$ cat src/rtl/rsacm_pkg.sv
`timescale 1ns / 1ps
package rsacm_pkg;

	localparam int MOD_WIDTH  = 32;
	localparam int STEP_W     = $clog2(MOD_WIDTH);
	localparam int CODED_W    = MOD_WIDTH + 1;
	localparam int PADDR_W    = 4;
	localparam int PDATA_W    = 32;

	localparam logic [1:0] REG_MODULUS  = 2'd0;
	localparam logic [1:0] REG_ENC_EXP  = 2'd1;
	localparam logic [1:0] REG_DEC_EXP  = 2'd2;

	localparam logic [MOD_WIDTH-1:0] MODULUS_RST = MOD_WIDTH'(3233);
	localparam logic [MOD_WIDTH-1:0] ENC_EXP_RST = MOD_WIDTH'(17);
	localparam logic [MOD_WIDTH-1:0] DEC_EXP_RST = MOD_WIDTH'(2753);

	localparam logic       OP_ENCRYPT  = 1'b0;
	localparam logic       OP_DECRYPT  = 1'b1;
	localparam logic [7:0] CHAR_OFFSET = 8'd96;

	typedef struct packed {
		logic                 start;
		logic [MOD_WIDTH-1:0] a;
		logic [MOD_WIDTH-1:0] b;
	} mm_req_t;

	typedef struct packed {
		logic                 busy;
		logic                 done;
		logic [MOD_WIDTH-1:0] product;
	} mm_rsp_t;

	typedef enum logic [3:0] {
		ST_IDLE,
		ST_RED_GO,
		ST_RED_WAIT,
		ST_EXP_CHECK,
		ST_MUL_GO,
		ST_MUL_WAIT,
		ST_SQ_GO,
		ST_SQ_WAIT,
		ST_FINISH
	} state_t;

endpackage

$ cat src/rtl/rsacm_modmul.sv
`timescale 1ns / 1ps
module rsacm_modmul
	import rsacm_pkg::*;
(
	input  logic                 clk,
	input  logic                 arst_n,
	input  mm_req_t              req,
	input  logic [MOD_WIDTH:0]   n,
	output mm_rsp_t              rsp
);

	logic [MOD_WIDTH-1:0] r_q;
	logic [MOD_WIDTH-1:0] a_q;
	logic [MOD_WIDTH-1:0] b_q;
	logic [STEP_W-1:0]    cnt_q;
	logic                 busy_q;
	logic                 done_q;

	logic [MOD_WIDTH:0]   dbl;
	logic [MOD_WIDTH:0]   dbl_red;
	logic [MOD_WIDTH+1:0] sum;
	logic [MOD_WIDTH+1:0] sum_red;
	logic [MOD_WIDTH-1:0] r_next;

	// one multiplier bit per cycle, MSB first: r = 2r mod n, then r = r + a mod n if the bit is set
	always_comb begin
		dbl     = {r_q, 1'b0};
		dbl_red = (dbl >= n) ? dbl - n : dbl;
		sum     = {1'b0, dbl_red} + {2'b00, a_q};
		sum_red = (sum >= {1'b0, n}) ? sum - {1'b0, n} : sum;
		r_next  = b_q[MOD_WIDTH-1] ? sum_red[MOD_WIDTH-1:0] : dbl_red[MOD_WIDTH-1:0];
	end

	always_ff @(posedge clk or negedge arst_n) begin
		if (!arst_n) begin
			busy_q <= 1'b0;
			done_q <= 1'b0;
			cnt_q  <= '0;
		end else begin
			done_q <= 1'b0;
			if (req.start) begin
				busy_q <= 1'b1;
				cnt_q  <= '0;
			end else if (busy_q) begin
				cnt_q <= cnt_q + 1'b1;
				if (cnt_q == STEP_W'(MOD_WIDTH - 1)) begin
					busy_q <= 1'b0;
					done_q <= 1'b1;
				end
			end
		end
	end

	always_ff @(posedge clk) begin
		if (req.start) begin
			r_q <= '0;
			a_q <= req.a;
			b_q <= req.b;
		end else if (busy_q) begin
			r_q <= r_next;
			b_q <= {b_q[MOD_WIDTH-2:0], 1'b0};
		end
	end

	assign rsp.busy    = busy_q;
	assign rsp.done    = done_q;
	assign rsp.product = r_q;

endmodule

$ cat src/rtl/rsa_char_modexp_cipher.sv
`timescale 1ns / 1ps
// Character RSA cipher: modular exponentiation of one item at a time.
// Input channel (in_valid/in_ready) carries operation, data_in and
// end_of_message. Encrypt raises ((data_in - 96) & 0xff) to the encrypt
// exponent; decrypt raises data_in to the decrypt exponent; both mod modulus.
// Output channel (out_valid/out_ready) carries residue, coded_value and
// end_of_message_out, one result per item, from an output register.
// Registers sit on the APB port: modulus at 0x0, encrypt exponent at 0x4,
// decrypt exponent at 0x8; write them only while the block is idle.
// One bit-serial modular multiplier does all the work. An item takes one
// reduction of the base, one multiply per set exponent bit and one square
// per exponent bit below the top one, plus one check step per exponent
// bit. The sequencer returns to idle, with in_ready high, as the result
// enters the output register and out_valid rises.
// in_ready is high only while the sequencer is idle, so one item is in flight.
// If the receiver stalls, the finished result waits in the output register
// and a new item may already be taken; the next result then waits until the
// register is free. Reset clears all valids and loads the default key
// (modulus 3233, exponents 17 and 2753).
module rsa_char_modexp_cipher
	import rsacm_pkg::*;
(
	input  logic                 clk,
	input  logic                 arst_n,
	input  logic                 psel,
	input  logic                 penable,
	input  logic                 pwrite,
	input  logic [PADDR_W-1:0]   paddr,
	input  logic [PDATA_W-1:0]   pwdata,
	output logic [PDATA_W-1:0]   prdata,
	output logic                 pready,
	input  logic                 in_valid,
	output logic                 in_ready,
	input  logic                 operation,
	input  logic [MOD_WIDTH-1:0] data_in,
	input  logic                 end_of_message,
	output logic                 out_valid,
	input  logic                 out_ready,
	output logic [MOD_WIDTH-1:0] residue,
	output logic [CODED_W-1:0]   coded_value,
	output logic                 end_of_message_out
);

	logic [MOD_WIDTH-1:0] modulus_q;
	logic [MOD_WIDTH-1:0] enc_exp_q;
	logic [MOD_WIDTH-1:0] dec_exp_q;

	state_t               state_q;
	state_t               state_d;

	logic [MOD_WIDTH-1:0] base_q;
	logic [MOD_WIDTH-1:0] result_q;
	logic [MOD_WIDTH-1:0] exp_q;
	logic                 op_q;
	logic                 eom_q;

	logic                 out_valid_q;
	logic [MOD_WIDTH-1:0] residue_q;
	logic [CODED_W-1:0]   coded_q;
	logic                 eom_out_q;

	logic [MOD_WIDTH:0]   n_ext;
	logic [MOD_WIDTH-1:0] plain;
	logic [MOD_WIDTH-1:0] exp_shr;
	logic                 in_acc;
	logic                 out_free;
	logic                 cfg_wr;
	mm_req_t              mm_req;
	mm_rsp_t              mm_rsp;

	// Configuration port
	assign pready = 1'b1;
	assign cfg_wr = psel && penable && pwrite;

	always_ff @(posedge clk or negedge arst_n) begin
		if (!arst_n) begin
			modulus_q <= MODULUS_RST;
			enc_exp_q <= ENC_EXP_RST;
			dec_exp_q <= DEC_EXP_RST;
		end else if (cfg_wr) begin
			case (paddr[3:2])
				REG_MODULUS: modulus_q <= pwdata;
				REG_ENC_EXP: enc_exp_q <= pwdata;
				REG_DEC_EXP: dec_exp_q <= pwdata;
				default: ;
			endcase
		end
	end

	always_comb begin
		case (paddr[3:2])
			REG_MODULUS: prdata = modulus_q;
			REG_ENC_EXP: prdata = enc_exp_q;
			REG_DEC_EXP: prdata = dec_exp_q;
			default:     prdata = '0;
		endcase
	end

	// a zero modulus stands for 2^MOD_WIDTH: plain wrapping arithmetic
	assign n_ext = (modulus_q == '0) ? {1'b1, {MOD_WIDTH{1'b0}}} : {1'b0, modulus_q};

	assign plain    = {{(MOD_WIDTH-8){1'b0}}, data_in[7:0] - CHAR_OFFSET};
	assign exp_shr  = {1'b0, exp_q[MOD_WIDTH-1:1]};
	assign in_acc   = in_valid && in_ready;
	assign out_free = !out_valid_q || out_ready;

	rsacm_modmul u_modmul (
		.clk    (clk),
		.arst_n (arst_n),
		.req    (mm_req),
		.n      (n_ext),
		.rsp    (mm_rsp)
	);

	// Sequencer: next state
	always_comb begin
		state_d = state_q;
		case (state_q)
			ST_IDLE:      if (in_valid) state_d = ST_RED_GO;
			ST_RED_GO:    state_d = ST_RED_WAIT;
			ST_RED_WAIT:  if (mm_rsp.done) state_d = ST_EXP_CHECK;
			ST_EXP_CHECK: begin
				if (exp_q == '0) state_d = ST_FINISH;
				else if (exp_q[0]) state_d = ST_MUL_GO;
				else state_d = ST_SQ_GO;
			end
			ST_MUL_GO:    state_d = ST_MUL_WAIT;
			ST_MUL_WAIT: begin
				if (mm_rsp.done) state_d = (exp_shr != '0) ? ST_SQ_GO : ST_FINISH;
			end
			ST_SQ_GO:     state_d = ST_SQ_WAIT;
			ST_SQ_WAIT:   if (mm_rsp.done) state_d = ST_EXP_CHECK;
			ST_FINISH:    if (out_free) state_d = ST_IDLE;
			default:      state_d = ST_IDLE;
		endcase
	end

	// Sequencer: outputs
	always_comb begin
		in_ready     = 1'b0;
		mm_req.start = 1'b0;
		mm_req.a     = base_q;
		mm_req.b     = base_q;
		case (state_q)
			ST_IDLE:   in_ready = 1'b1;
			ST_RED_GO: begin
				// base mod n as 1 * base
				mm_req.start = 1'b1;
				mm_req.a     = MOD_WIDTH'(1);
			end
			ST_MUL_GO: begin
				mm_req.start = 1'b1;
				mm_req.a     = result_q;
			end
			ST_SQ_GO:  mm_req.start = 1'b1;
			default: ;
		endcase
	end

	always_ff @(posedge clk or negedge arst_n) begin
		if (!arst_n) begin
			state_q     <= ST_IDLE;
			out_valid_q <= 1'b0;
		end else begin
			state_q <= state_d;
			if (state_q == ST_FINISH && out_free) out_valid_q <= 1'b1;
			else if (out_ready) out_valid_q <= 1'b0;
		end
	end

	always_ff @(posedge clk) begin
		case (state_q)
			ST_IDLE: begin
				if (in_acc) begin
					op_q     <= operation;
					eom_q    <= end_of_message;
					result_q <= MOD_WIDTH'(1);
					base_q   <= (operation == OP_ENCRYPT) ? plain : data_in;
					exp_q    <= (operation == OP_ENCRYPT) ? enc_exp_q : dec_exp_q;
				end
			end
			ST_RED_WAIT, ST_SQ_WAIT: if (mm_rsp.done) base_q <= mm_rsp.product;
			ST_EXP_CHECK: if (exp_q != '0 && !exp_q[0]) exp_q <= exp_shr;
			ST_MUL_WAIT: begin
				if (mm_rsp.done) begin
					result_q <= mm_rsp.product;
					exp_q    <= exp_shr;
				end
			end
			ST_FINISH: begin
				if (out_free) begin
					residue_q <= result_q;
					eom_out_q <= eom_q;
					if (op_q == OP_DECRYPT)
						coded_q <= {{(CODED_W-8){1'b0}}, result_q[7:0]}
							+ CODED_W'(CHAR_OFFSET);
					else
						coded_q <= {1'b0, result_q} + CODED_W'(CHAR_OFFSET);
				end
			end
			default: ;
		endcase
	end

	assign out_valid          = out_valid_q;
	assign residue            = residue_q;
	assign coded_value        = coded_q;
	assign end_of_message_out = eom_out_q;

`ifndef NO_ASSERTIONS
	a_idle_unit_free: assert property (@(posedge clk) disable iff (!arst_n)
		in_ready |-> !mm_rsp.busy)
		else $error("multiplier busy while taking a new item");

	a_accept_starts: assert property (@(posedge clk) disable iff (!arst_n)
		in_acc |=> state_q == ST_RED_GO)
		else $error("accepted item did not start base reduction");

	a_done_in_wait: assert property (@(posedge clk) disable iff (!arst_n)
		mm_rsp.done |-> (state_q == ST_RED_WAIT || state_q == ST_MUL_WAIT ||
			state_q == ST_SQ_WAIT))
		else $error("multiplier finished outside a wait state");

	a_product_reduced: assert property (@(posedge clk) disable iff (!arst_n)
		mm_rsp.done |-> {1'b0, mm_rsp.product} < n_ext)
		else $error("multiplier product not below modulus");
`endif

endmodule
$ cat config.mk
export PLATFORM = sky130hd
export DESIGN_NAME = rsa_char_modexp_cipher
export DESIGN_NICKNAME = d
export VERILOG_FILES = /design/src/rtl/rsacm_pkg.sv /design/src/rtl/rsacm_modmul.sv /design/src/rtl/rsa_char_modexp_cipher.sv
export SDC_FILE = /design/constraint.sdc
export NUM_CORES = 1
export LEC_CHECK = 0
export BUFFER_PORTS_ARGS = -buffer_cell sky130_fd_sc_hd__buf_2
export CORE_ASPECT_RATIO = 1.2
export CORE_MARGIN = 1
export CORE_UTILIZATION = 65
export DETAILED_ROUTE_END_ITERATION = 6
export PLACE_DENSITY = 0.86
export RECOVER_POWER = 25
export SLEW_MARGIN = 20
export SYNTH_ARGS = -nofsm -noshare
export SYNTH_HDL_FRONTEND = slang
export SYNTH_SLANG_ARGS = --single-unit
$ cat constraint.sdc
create_clock -name clk -period 11.2 [get_ports clk]
set_input_delay 1.68 -clock clk [delete_from_list [all_inputs] [get_ports clk]]
set_output_delay 1.68 -clock clk [all_outputs]
set_load 0.05 [all_outputs]
==> results.json <==
{
  "core-area_sq_mm": 0.0323,
  "worstMarginPinSlew_ps": 4290,
  "syn_inst": 2161,
  "synth-compound-area-share_pct": 15.6,
  "synth_sequential_area_ratio_pct": 47.1,
  "final_layout_size_suffix_gt1_share_pct": 16.1,
  "ys_seq_elements": 363,
  "ctsHoldBuffers": 0,
  "placement.cell_area_sq_mm": 0.0225,
  "fin_crit_ps": 9550,
  "synth_top_cells_by_area": "edfxtp_1 31%, dfrtp_1 11%, ha_1 6.0%",
  "worstPathMaxFanout": 33,
  "dominantRegCellSynth": "edfxtp_1",
  "track_usage_pct": 34.6,
  "setup-tns-final_ps": 0,
  "setup_viol_count_final": 0,
  "cts_root_buffer": "clkbuf_16",
  "setup.worst_path.class": "reg -> reg",
  "site_rows": 72,
  "finalWeightedCongestion": 0.980,
  "grt_setup_unrepaired": "no",
  "rr_startpoint": "modulus_q[12]$_DFFE_PN0P_",
  "synth_cell_type_count": 82,
  "cells_resized_by_post_cts_repair": 0,
  "layout_worst_path_cycle_share_pct": 85.3,
  "synth-simple-area-share_pct": 14.9,
  "detailedRoute.firstPassIterationCount": 6,
  "finalHoldWorstSlack_ps": 420,
  "clock-skew-final_ps": 31.5,
  "synth_area_per_cell_sq_um": 9.88,
  "cts-buffers-inserted": 38,
  "finalWirelength_mm": 58.3,
  "clock_path_buffers": 3,
  "clk_pin_slew_worst_setup_hold_paths_ps": 70,
  "wire_per_inst_um": 21.3,
  "floorplan_die_width_um": 167,
  "synthAdderAreaFrac_pct": 6.26,
  "areaGrowthSynthToFinish_pct": 11.0,
  "tritoncts_num_sinks": 363,
  "initial_utilization_pct": 66.2,
  "vdd_drop_max_v": 0.000169,
  "critical_path.most_common_cell": "a21oi_1",
  "die_h_um": 201,
  "syn_area_sq_mm": 0.0213,
  "timing.max_cap.violations": 7,
  "synthXorXnorAreaFrac_pct": 4.55,
  "relSlewSlack_pct": -186,
  "netlist.area_leader.share_pct": 31.4,
  "holdCritPathClass": "reg -> reg",
  "hold_path.startpoint": "eom_q$_DFFE_PP_",
  "totalPowerFinal_uw": 4600,
  "mappedNetlistNets": 2343,
  "powerDensity_mw_per_mm2": 194,
  "crit_arrival_ps": 9980,
  "crit_required_ps": 11630,
  "cpMaxStageDelayCell": "a2111oi_0",
  "post_synth_mux_area_share_pct": 8.04,
  "post_synth_arst_share_pct": 29.8,
  "final_hold_viol_count": 0,
  "io-pin-count": 178,
  "synth_most_common_cell": "nand2_1",
  "grt_pass1_vias": 16900,
  "achievable_frequency_mhz": 105,
  "post-dp-hpwl_mm": 41.5,
  "run_status": "finished, violations left",
  "pin_count_of_the_biggest_net_entering_global_routing": 72,
  "fp.dieArea_sq_mm": 0.0336,
  "reg2reg_slack_ps": 1650,
  "static_leak_uw": 0.0105,
  "hold_path_depth": 0,
  "most_instantiated_cells_after_synthesis": "322 x nand2_1, 223 x edfxtp_1, 168 x o21ai_0, 157 x a21oi_1, 146 x nor2_1",
  "synth_enable_flop_cells": 223,
  "remaining_routing_drc_violations": 0,
  "critical_path.reg2reg.endpoint": "u_modmul.r_q[10]$_SDFFE_PN0P_",
  "ff2ff_path_depth": 31,
  "io_buffer_count": 174,
  "layout.nets": 2479,
  "antenna_found_initial": 0,
  "critPathMaxStageDelay_ps": 700,
  "post_cts_setup_repair_bufs": 0,
  "number_of_vias_after_detailed_routing": 17500,
  "overflow": 0,
  "post_placement_worst_setup_slack_ps": 1640,
  "grt_first_pass_wirelength_mm": 90.8,
  "synth_top_family_by_area": "compound AO/OA/AOI/OAI gates",
  "fin_area_sq_mm": 0.0237,
  "drv_slew": 292,
  "synth_top_cell_by_area": "edfxtp_1",
  "drt.antenna.violating_nets": 0,
  "min_to": "end_of_message_out$_DFFE_PP_",
  "failed_checks": "capacitance limit, slew limit",
  "post-route-worst-setup-slack_ps": 1650,
  "h_tree_depth": 2,
  "insertion_delay_ps": 550,
  "synth.yosys.warnings": 0,
  "drtIter0Drc": 1515,
  "tritoncts": "yes",
  "vias_per_cell": 6.42,
  "worst_setup_path_start_kind": "flop",
  "end_kind": "flop"
}
sequential cells by signal, summed over array words and instances (netlist names), 4 cells and up:
signal,cells
residue,32
result_q,32
u_modmul.b_q,32
u_modmul.r_q,32
base_q,32
state_q,4
modulus_q,32
dec_exp_q,32
exp_q,32
coded_value,28
enc_exp_q,32
u_modmul.a_q,32
u_modmul.cnt_q,5
report_power, final:
| group | internal, uW | switching, uW | total, uW |
|---|---|---|---|
| combinational | 713 | 1080 | 1790 |
| sequential | 1510 | 77.4 | 1580 |
| clock | 687 | 543 | 1230 |
| total | 2910 | 1700 | 4600 |
cell families after synthesis:
family / Yosys count
compound gates: 534
xor+xnor: 111
fa+ha+maj: 105
buf+inv: 182
flops: 363
mux: 162
other cells: 1
simple gates: 703
cell usage in the layout, fill, tap and decap left out, types with 23 or more instances in the layout:
| cell | instances |
|---|---|
| buf_2 | 172 |
| nor3_1 | 23 |
| a22o_1 | 33 |
| nand2_1 | 320 |
| inv_1 | 77 |
| o21ai_0 | 168 |
| nand3_1 | 52 |
| clkbuf_16 | 39 |
| xor2_1 | 51 |
| ha_1 | 102 |
| nor2_1 | 144 |
| dfrtp_1 | 96 |
| mux2_2 | 68 |
| dfxtp_1 | 32 |
| edfxtp_1 | 223 |
| a21o_1 | 37 |
| a21oi_1 | 157 |
| mux2i_1 | 90 |
| xnor2_1 | 60 |
metrics by stage:
stage,util (%),std cells
finish,73.5,2733
global route,73.5,2732
CTS,73.6,2732
detailed placement,69.9,2664
global placement,69.9,2664
floorplan,-,2161
worst max-delay path by stage:
stage                                   start                       endpoint
global route        modulus_q[12]$_DFFE_PN0P_  u_modmul.r_q[10]$_SDFFE_PN0P_
detailed placement  modulus_q[12]$_DFFE_PN0P_  u_modmul.r_q[10]$_SDFFE_PN0P_
CTS                 modulus_q[12]$_DFFE_PN0P_  u_modmul.r_q[10]$_SDFFE_PN0P_
global placement    modulus_q[12]$_DFFE_PN0P_  u_modmul.r_q[10]$_SDFFE_PN0P_
finish              modulus_q[12]$_DFFE_PN0P_  u_modmul.r_q[10]$_SDFFE_PN0P_
floorplan           modulus_q[11]$_DFFE_PN1P_  u_modmul.r_q[20]$_SDFFE_PN0P_
critical path: cells and delay by family, from the launching register on:
kind / cells / cell delay [ps]
AO/OA/AOI/OAI: 12 / 3500
XOR/XNOR: 1 / 180
adder cells (fa/ha/maj): 3 / 1200
buffers and inverters: 2 / 820
flip-flops: 1 / 460
multiplexers: 2 / 720
AND/OR/NAND/NOR: 11 / 2510
routing by layer:
layer	vias up	share of wire [%]	track usage [%]
li1	8092	-	-
met1	8358	39	44.5
met2	945	48	58.6
met3	144	8.5	5.21
met4	0	4.0	14.2
met5	-	0	0
cell type report:
type	instances	area [sq um]
multi-input cells	1616	10600
flip-flops and latches	363	10100
fillers	2313	8560
clock buffers	48	1040
repair buffers	200	1040
well taps	407	509
inverters	78	293
clock inverters	20	151
diodes	1	2.50
(Power assumes the default switching activity.)
